## config.mk

```make
export PLATFORM = sky130hd
export DESIGN_NAME = pkcs7_record_segmenter
export DESIGN_NICKNAME = d
export VERILOG_FILES = /design/src/rtl/pkrs_pkg.sv /design/src/rtl/pkrs_ctrl.sv /design/src/rtl/pkrs_dp.sv /design/src/rtl/pkcs7_record_segmenter.sv
export SDC_FILE = /design/constraint.sdc
export NUM_CORES = 1
export LEC_CHECK = 0
export BUFFER_PORTS_ARGS = -buffer_cell sky130_fd_sc_hd__buf_4
export CELL_PAD_IN_SITES_DETAIL_PLACEMENT = 1
export CELL_PAD_IN_SITES_GLOBAL_PLACEMENT = 1
export CORE_MARGIN = 4
export CORE_UTILIZATION = 48
export DETAILED_ROUTE_END_ITERATION = 8
export HOLD_SLACK_MARGIN = 0.15
export PLACE_DENSITY_LB_ADDON = 0.1
export SLEW_MARGIN = 20
export SYNTH_ARGS = -nofsm -noshare
export SYNTH_HDL_FRONTEND = slang
export SYNTH_SLANG_ARGS = --single-unit
export TNS_END_PERCENT = 100
```

## constraint.sdc

```tcl
create_clock -name clk -period 7.6 [get_ports clk]
set_input_delay 1.52 -clock clk [delete_from_list [all_inputs] [get_ports clk]]
set_output_delay 1.52 -clock clk [all_outputs]
set_load 0.03 [all_outputs]
```

## src/rtl/pkrs_pkg.sv

```systemverilog
// Shared types, constants and the record-count function of the PKCS#7 record segmenter.
// Used by the controller, the datapath and the top level.
`default_nettype none

package pkrs_pkg;

  // Record geometry
  localparam logic [4:0] BODY_BYTES = 5'd17;

  // Input kinds carried on s_tuser
  localparam logic OP_START = 1'b0;
  localparam logic OP_DATA  = 1'b1;

  // Configuration register indexes
  localparam logic REG_TYPE   = 1'b0;
  localparam logic REG_LENGTH = 1'b1;

  // floor(x/17) for 13-bit x as (x * 61681) >> 20
  localparam logic [15:0] RECIP_17   = 16'd61681;
  localparam int          RECIP_SHIFT = 20;

  // Kind of byte placed on the output
  typedef enum logic [2:0] {
    EK_TYPE,
    EK_COUNT,
    EK_INDEX,
    EK_DATA,
    EK_PAD
  } emit_kind_t;

  // Controller to datapath
  typedef struct packed {
    logic       accept;
    logic       emit;
    emit_kind_t kind;
  } dp_cmd_t;

  // Datapath to controller
  typedef struct packed {
    logic busy;
    logic len_zero;
    logic offset_zero;
    logic done;
    logic wrap;
    logic pad_last;
    logic slot_free;
  } dp_status_t;

  // Record count byte: floor(len/17)+1, low 8 bits
  function automatic logic [7:0] rec_count_of(input logic [12:0] len);
    logic [28:0] prod;
    logic [8:0]  quot;
    prod = {16'd0, len} * {13'd0, RECIP_17};
    quot = prod[RECIP_SHIFT +: 9];
    return quot[7:0] + 8'd1;
  endfunction

endpackage

`default_nettype wire

```

## src/rtl/pkrs_ctrl.sv

```systemverilog
// Controller state machine of the PKCS#7 record segmenter: sequences header,
// data and padding bytes. Depends on pkrs_pkg.
`default_nettype none

module pkrs_ctrl
  import pkrs_pkg::*;
(
  input  wire logic       clk,
  input  wire logic       rst,
  input  wire logic       s_tvalid,
  input  wire logic       s_op,
  output logic            s_tready,
  input  wire dp_status_t status,
  output dp_cmd_t         cmd
);

  typedef enum logic [2:0] {
    S_IDLE,
    S_TYPE,
    S_COUNT,
    S_INDEX,
    S_DATA,
    S_PAD
  } state_t;

  state_t state;
  logic   hdr_to_pad;
  logic   accept;
  logic   emit;

  // Take a request only when no byte sequence is running
  assign s_tready = (state == S_IDLE);
  assign accept   = s_tvalid && s_tready;
  assign emit     = (state != S_IDLE) && status.slot_free;

  // Map state to the byte kind to emit
  always_comb begin
    cmd.accept = accept;
    cmd.emit   = emit;
    case (state)
      S_TYPE:  cmd.kind = EK_TYPE;
      S_COUNT: cmd.kind = EK_COUNT;
      S_INDEX: cmd.kind = EK_INDEX;
      S_DATA:  cmd.kind = EK_DATA;
      S_PAD:   cmd.kind = EK_PAD;
      default: cmd.kind = EK_TYPE;
    endcase
  end

  // Advance one byte per free output slot
  always_ff @(posedge clk) begin
    if (rst) begin
      state      <= S_IDLE;
      hdr_to_pad <= 1'b0;
    end else begin
      case (state)
        S_IDLE: begin
          if (accept) begin
            if (s_op == OP_START) begin
              if (status.len_zero) begin
                state      <= S_TYPE;
                hdr_to_pad <= 1'b1;
              end
            end else if (status.busy) begin
              hdr_to_pad <= 1'b0;
              state      <= status.offset_zero ? S_TYPE : S_DATA;
            end
          end
        end
        S_TYPE: begin
          if (emit) state <= S_COUNT;
        end
        S_COUNT: begin
          if (emit) state <= S_INDEX;
        end
        S_INDEX: begin
          if (emit) state <= hdr_to_pad ? S_PAD : S_DATA;
        end
        S_DATA: begin
          if (emit) begin
            if (!status.done) begin
              state <= S_IDLE;
            end else if (status.wrap) begin
              state      <= S_TYPE;
              hdr_to_pad <= 1'b1;
            end else begin
              state <= S_PAD;
            end
          end
        end
        S_PAD: begin
          if (emit && status.pad_last) state <= S_IDLE;
        end
        default: state <= S_IDLE;
      endcase
    end
  end

endmodule

`default_nettype wire

```

## src/rtl/pkrs_dp.sv

```systemverilog
// Datapath of the PKCS#7 record segmenter: configuration registers, transfer
// counters, padding counter and the output register. Depends on pkrs_pkg.
`default_nettype none

module pkrs_dp
  import pkrs_pkg::*;
(
  input  wire logic        clk,
  input  wire logic        rst,
  input  wire logic        cfg_we,
  input  wire logic        cfg_index,
  input  wire logic [12:0] cfg_wdata,
  input  wire logic        s_op,
  input  wire logic [7:0]  s_data,
  input  wire dp_cmd_t     cmd,
  output dp_status_t       status,
  output logic             m_tvalid,
  input  wire logic        m_tready,
  output logic [7:0]       m_byte,
  output logic             m_record_end,
  output logic             m_transfer_end,
  output logic             m_run_last
);

  logic [7:0]  type_byte;
  logic [12:0] transfer_length;
  logic [12:0] bytes_taken;
  logic [4:0]  offset_in_record;
  logic [7:0]  record_number;
  logic        busy;
  logic [7:0]  data_hold;
  logic [4:0]  pad_val;
  logic [4:0]  pad_left;

  logic [4:0]  off_inc;
  logic [12:0] taken_inc;
  logic        wrap;
  logic        done;
  logic        pad_last;
  logic [4:0]  fill;
  logic [7:0]  count_byte;

  // Step values for one payload byte
  assign off_inc    = offset_in_record + 5'd1;
  assign taken_inc  = bytes_taken + 13'd1;
  assign wrap       = (off_inc == BODY_BYTES);
  assign done       = (taken_inc >= transfer_length);
  assign pad_last   = (pad_left == 5'd1);
  assign fill       = BODY_BYTES - off_inc;
  assign count_byte = rec_count_of(transfer_length);

  always_comb begin
    status.busy        = busy;
    status.len_zero    = (transfer_length == 13'd0);
    status.offset_zero = (offset_in_record == 5'd0);
    status.done        = done;
    status.wrap        = wrap;
    status.pad_last    = pad_last;
    status.slot_free   = !m_tvalid || m_tready;
  end

  // Hold configuration
  always_ff @(posedge clk) begin
    if (rst) begin
      type_byte       <= 8'd0;
      transfer_length <= 13'd0;
    end else if (cfg_we) begin
      if (cfg_index == REG_TYPE) type_byte <= cfg_wdata[7:0];
      else                       transfer_length <= cfg_wdata;
    end
  end

  // Advance transfer counters; clear them on the last padding byte
  always_ff @(posedge clk) begin
    if (rst) begin
      bytes_taken      <= 13'd0;
      offset_in_record <= 5'd0;
      record_number    <= 8'd0;
      busy             <= 1'b0;
    end else if (cmd.accept && s_op == OP_START) begin
      bytes_taken      <= 13'd0;
      offset_in_record <= 5'd0;
      record_number    <= 8'd0;
      busy             <= (transfer_length != 13'd0);
    end else if (cmd.emit && cmd.kind == EK_DATA) begin
      bytes_taken <= taken_inc;
      if (wrap) begin
        offset_in_record <= 5'd0;
        record_number    <= record_number + 8'd1;
      end else begin
        offset_in_record <= off_inc;
      end
    end else if (cmd.emit && cmd.kind == EK_PAD && pad_last) begin
      bytes_taken      <= 13'd0;
      offset_in_record <= 5'd0;
      record_number    <= 8'd0;
      busy             <= 1'b0;
    end
  end

  // Latch payload byte and padding plan
  always_ff @(posedge clk) begin
    if (cmd.accept) begin
      data_hold <= s_data;
      pad_val   <= BODY_BYTES;
      pad_left  <= BODY_BYTES;
    end else if (cmd.emit && cmd.kind == EK_DATA) begin
      pad_val  <= wrap ? BODY_BYTES : fill;
      pad_left <= wrap ? BODY_BYTES : fill;
    end else if (cmd.emit && cmd.kind == EK_PAD) begin
      pad_left <= pad_left - 5'd1;
    end
  end

  // Output register: load on emit, drop valid once taken
  always_ff @(posedge clk) begin
    if (rst) begin
      m_tvalid <= 1'b0;
    end else if (cmd.emit) begin
      m_tvalid <= 1'b1;
    end else if (m_tready) begin
      m_tvalid <= 1'b0;
    end
  end

  always_ff @(posedge clk) begin
    if (cmd.emit) begin
      m_record_end   <= 1'b0;
      m_transfer_end <= 1'b0;
      m_run_last     <= 1'b0;
      case (cmd.kind)
        EK_TYPE:  m_byte <= type_byte;
        EK_COUNT: m_byte <= count_byte;
        EK_INDEX: m_byte <= record_number;
        EK_DATA: begin
          m_byte       <= data_hold;
          m_record_end <= wrap;
          m_run_last   <= !done;
        end
        EK_PAD: begin
          m_byte         <= {3'd0, pad_val};
          m_record_end   <= pad_last;
          m_transfer_end <= pad_last;
          m_run_last     <= pad_last;
        end
        default: m_byte <= type_byte;
      endcase
    end
  end

endmodule

`default_nettype wire

```

## src/rtl/pkcs7_record_segmenter.sv

```systemverilog
// A payload byte is registered on the output after its request is taken, or after
// a record header; a final request adds up to 20 header/padding bytes.
// Each payload byte is taken, then emitted, before the next request is taken; other
// bytes go one per cycle, stalled by m_tready; the controller sequences one at a time.
// Reset (rst, synchronous): idle, counters and configuration registers zero, output empty.
// Top level of the PKCS#7 record segmenter; depends on pkrs_pkg, pkrs_ctrl, pkrs_dp.
`default_nettype none

module pkcs7_record_segmenter
  import pkrs_pkg::*;
(
  input  wire logic        clk,
  input  wire logic        rst,
  input  wire logic        cfg_we,
  input  wire logic        cfg_index,
  input  wire logic [12:0] cfg_wdata,
  input  wire logic        s_tvalid,
  output logic             s_tready,
  input  wire logic [7:0]  s_tdata,   // [7:0] data_byte
  input  wire logic        s_tuser,   // [0] op
  output logic             m_tvalid,
  input  wire logic        m_tready,
  output logic [7:0]       m_tdata,   // [7:0] out_byte
  output logic [1:0]       m_tuser,   // [0] record_end, [1] transfer_end
  output logic             m_tlast    // run_last
);

  dp_cmd_t    cmd;
  dp_status_t status;

  pkrs_ctrl u_ctrl (
    .clk      (clk),
    .rst      (rst),
    .s_tvalid (s_tvalid),
    .s_op     (s_tuser),
    .s_tready (s_tready),
    .status   (status),
    .cmd      (cmd)
  );

  pkrs_dp u_dp (
    .clk            (clk),
    .rst            (rst),
    .cfg_we         (cfg_we),
    .cfg_index      (cfg_index),
    .cfg_wdata      (cfg_wdata),
    .s_op           (s_tuser),
    .s_data         (s_tdata),
    .cmd            (cmd),
    .status         (status),
    .m_tvalid       (m_tvalid),
    .m_tready       (m_tready),
    .m_byte         (m_tdata),
    .m_record_end   (m_tuser[0]),
    .m_transfer_end (m_tuser[1]),
    .m_run_last     (m_tlast)
  );

endmodule

`default_nettype wire

```

---- Yosys cells after proc, flatten, opt, wreduce, memory -nomap -nowiden ----
Cells that the tools add are included.
storage, ports and cells
  bits of input ports ..................... 28
  bits in registers ....................... 82
  word-level logic and storage cells ...... 118
  output and inout bits ................... 13
operators by class
  order comparisons ....................... 1
  reductions and logical operators ........ 27
  $mul .................................... 1
  $add $sub $neg .......................... 6
  bitwise gates (word level) .............. 2
  muxes and demuxes ....................... 42
  equality and inequality tests ........... 23
operators with widths
  operator                count
  $mux 3                  12
  $pmux 8 s4              1
  $mux 5                  6
  $mul 13x16->28 const B  1
  $mux 13                 2
  $mux 8                  3
  $ne 2x1->1 const B      9
  $pmux 3 s6              1
  $add 8x1->8 const B     2
  $add 13x1->13 const B   1
  $ge 13x13->1            1
  $logic_not 13->1        1
  $mux 1                  13
  $reduce_bool 13->1      1
  $eq 3x2->1 const B      4
  $pmux 3 s4              1
  $reduce_bool 2->1       5
  $eq 3x3->1 const B      3
  $reduce_and 2->1        4
  $reduce_and 8->1        1
  $logic_and 1x1->1       7
  $reduce_and 7->1        1
  $eq 3x1->1 const B      2
  $pmux 1 s2              3
  15 further kinds        17

---- Logic depth before layout (Yosys ltp) ----
  word-level depth ........................ 8
  gate-level depth with buffers ........... 25
  mapped depth without buffers ............ 24

---- Modules after synthesis ----
Synthesis repeated with hierarchy kept, for this count alone.
second synthesis, totals
  cell total of the unflattened synthesis .. 869
  area total of the unflattened synthesis .. 7522.2 µm²
modules (own cells, without submodules)
  module     area each (µm²)  seq. area each (µm²)  times used  cells each
  pkrs_dp    7128.1           1751.7                1           824
  pkrs_ctrl  394.1            80.1                  1           45

---- Worst setup path before layout ----
No wires, ideal clock.
  path type ............................... register to register
  from .................................... register u_dp.transfer_length[11]
  to ...................................... register u_dp.m_byte[6] (data pin)
  data required time ...................... 7346 ps
  arrival ................................. 5166 ps
  setup time .............................. 254 ps
  path slack .............................. 2180 ps
  period minus slack after synthesis ...... 5420 ps
  stages on the path, launching flop included .. 21
  path buffers ............................ 0
  cell sequence ........................... dfxtp_1 fa_1 fa_1 inv_1 fa_1 fa_1 fa_1 inv_1 ha_1 a2111oi_0 o21ai_0 nand2_1 a21oi_1 nand3b_1 inv_1 ha_1 inv_1 or3_4 nor3b_2 xor2_1 a21o_1
on the way
  longest elaborated chain between the ends .. 3
RTL lines
  item                    line            RTL
  start, declared         pkrs_dp.sv:26   logic [12:0] transfer_length;
  start signal, assigned  pkrs_dp.sv:69   else transfer_length <= cfg_wdata;
  $mul 13x16->28          pkrs_pkg.sv:53  prod = {16'd0, len} * {13'd0, RECIP_17};
  $add 8x1->8             pkrs_pkg.sv:55  return quot[7:0] + 8'd1;
  $pmux 8 s4              pkrs_dp.sv:131  case (cmd.kind)
  end signal, assigned    pkrs_dp.sv:132  EK_TYPE: m_byte <= type_byte;
  end signal, assigned    pkrs_dp.sv:133  EK_COUNT: m_byte <= count_byte;
  end signal, assigned    pkrs_dp.sv:134  EK_INDEX: m_byte <= record_number;
  end, declared           pkrs_dp.sv:19   output logic [7:0] m_byte,
No other way between the ends.
A chain may end at the register's enable or synchronous reset.

---- Final worst setup path ----
  from .................................... register u_dp.transfer_length[12]
  to ...................................... register u_dp.m_byte[6] (data pin)
Same word-level chain as after synthesis.

==> impl_metrics.yaml <==
finish:
  seqCellArea_um2: 1830
  postLayoutCoreUtil: 0.542
  final_cell_mix: "inv_1 (132), ha_1 (102), nand2_1 (72)"
  multi_input_area_um2: 4780
  stdcell_area_um2: 7940
  diodes: 0
  layout.nets: 1037
  fillers: 1741
  drive_gt1_frac: 0.0752
  final_common_cell: "inv_1"
  area_growth_pct: 9.83
routing:
  vias: 5958
  antenna_left: 0
  wirelength_um: 20800
  first_pass_iters: 5
  drt_iter0_drc: 249
  wl_per_cell_um: 19.8
  drt_drc_violations_left: 0
  viasPerCell: 5.69
timing:
  clock.fmax_mhz: 165
  rsz0062_at_grt: "no"
  worst_slack_ns: 1.53
  slew_headroom: 0.223
  fin_setup_tns_ns: 0
  finalSetupViolations: 0
  hold_viol: 0
  period_minus_slack_ns: 6.07
  drv_slew: 0
  finalCritPeriodShare: 0.798
  fin_skew_ns: 0.00804
  worst_pin_slew_ns: 1.16
logic_synthesis:
  synth_edf_count: 19
  synth_area_leaders: "ha_1 (18%), dfxtp_1 (17%), fa_1 (13%)"
  syn_nets: 1013
  synth_async_sr_flop_share: 0
  syn_inst: 835
  yosys_most_used_dff: "dfxtp_1"
  ys_ff_latch: 82
  yosys.cell_types.count: 63
  netlist_area_um2: 7230
  yosys_warnings: 0
  yosysTopAreaCellShare: 0.176
  ys_seq_area_frac: 0.253
  syn_avg_cell_area_um2: 8.66
  yosysTopAreaCell: "ha_1"
clock_tree:
  cts-buffers-inserted: 9
  cts_setup_buffers: 0
  cts_resized: 0
  clockRootBuffer: "clkbuf_16"
  holdBufCountCts: 0
  clkTransAtPathRegs_ns: 0.06
  clk_latency_ns: 0.35
  h-tree-depth: 3
  clock_path_buffers: 2
  clock-sinks: 82
  cts_tree: "built"
global_routing:
  grt_pass1_vias: 6453
  grt_pass1_wl_um: 33800
  antenna_found_initial: 0
  grt_max_degree: 33
  track_usage: 0.256
  grt-ovfl-total: 0
place:
  placed_area_um2: 7650
  numPortBuffers: 40
  hpwl_um: 17300
  post-place-ws_ns: 1.57
  gp_congestion: 0.908
power:
  powerDensity_nw_per_um2: 210
  leakage_uw: 0.00370
  peakVddDrop_mv: 0.113
setup_path:
  crit_arrival_ns: 6.17
  cp.required_ns: 7.70
  end_kind: "flop"
  crit_path_max_fanout: 8
  startpoint_type: "flop"
  crit_type: "reg -> reg"
run:
  drv_cap: 0
floorplanning:
  top_level_ports: 41
  coreArea_um2: 14600
  die_h_um: 131
  fp.dieW_um: 131
  initial_core_util: 0.494
  num_rows: 44
  die_area_um2: 17100
min_path:
  hold_class: "reg -> reg"
run_status:
  status: "finished clean"
==> worst max-delay path, stage by stage (launching register included) <==
cell and delay (ns):
dfxtp_1 0.53, fa_1 0.52, fa_1 0.52, inv_1 0.08, fa_1 0.57, fa_1 0.45
fa_1 0.55, inv_1 0.04, ha_1 0.24, a2111oi_0 0.48, o21ai_0 0.19, nand2_1 0.15
a21oi_1 0.07, nand3b_1 0.22, inv_1 0.09, ha_1 0.19, inv_1 0.05, or3_4 0.39
nor3b_2 0.21, xor2_1 0.09, a21o_1 0.18
==> state kept, by name, summed over array words and instances, names as in the netlist, 3 cells and up <==
name and count:
u_dp.bytes_taken 13, u_dp.transfer_length 13, u_dp.data_hold 8, u_dp.m_byte 8, u_dp.record_number 8, u_dp.type_byte 8
u_dp.offset_in_record 5, u_dp.pad_left 5, u_dp.pad_val 5, u_ctrl.state 3
==> metrics by stage <==
stage	hold WS [ns]	cells	power, uW
after floorplan	0.435	835	1010
after global placement	0.457	1032	1210
after detailed placement	0.457	1032	1240
after CTS	0.466	1048	1680
after global routing	0.491	1048	1770
final	0.469	1048	1670
==> cell families after synthesis <==
| group | share of synthesized area |
|---|---|
| and+or+nand+nor | 0.154 |
| buffers and inverters | 0.0855 |
| AOI/OAI and AO/OA | 0.132 |
| adders and majority gates | 0.309 |
| DFF | 0.253 |
| xor gates and xnor gates | 0.0460 |
| muxes | 0.0195 |
==> power by group <==
| part | internal (uW) | leakage, uW | switching, uW | total [uW] |
|---|---|---|---|---|
| Clock | 254 | 0.000144 | 180 | 435 |
| Sequential | 518 | 0.000695 | 52.3 | 570 |
| Combinational | 235 | 0.00287 | 427 | 662 |
==> synth_stat cells (all sizes together), types with 2 or more instances <==
library cell	instances
nand3b	7
o41ai	2
and2	3
o21ai	38
ha	102
nand3	22
nor2b	6
nand2	72
a221oi	7
nand4	10
a31oi	3
xnor2	22
a211oi	7
a22oi	6
o211ai	5
edfxtp	19
or3	4
xor2	16
clkinv	2
and4	2
nor3	12
o221ai	2
dfxtp	63
buf	6
fa	48
o21a	5
nor4	4
nand2b	5
nor2	67
nor3b	2
and3	12
a21o	5
mux2i	13
a21oi	62
clkbuf	22
inv	132
==> layer usage <==
layer  vias to the layer above  global-route usage  wire length, um
li1                       2857                   -                -
met3                        30              0.0337              542
met1                      2978               0.333             9300
met5                         -                   0                0
met2                        93               0.452            10500
met4                         0              0.0629              383
==> layout make-up <==
class                   instances  share of cell area
clock buffers                  11              0.0293
clock inverters                 5             0.00693
inverters                     134              0.0633
multi-input cells             591               0.602
flip-flops and latches         82               0.231
well taps                     184              0.0290
repair buffers                 41              0.0388
==> worst paths after layout <==
kind	startpoint	endpoint	slack [ns]	depth (start not counted)
max	u_dp.transfer_length[12]	u_dp.m_byte[6]	1.53	20
min	u_dp.pad_val[2]	u_dp.pad_val[2]	0.47	2
max reg2reg	u_dp.transfer_length[12]	u_dp.m_byte[6]	1.53	20
min reg2reg	u_dp.pad_val[2]	u_dp.pad_val[2]	0.47	2
No activity file was read; power rests on OpenSTA's default activity.
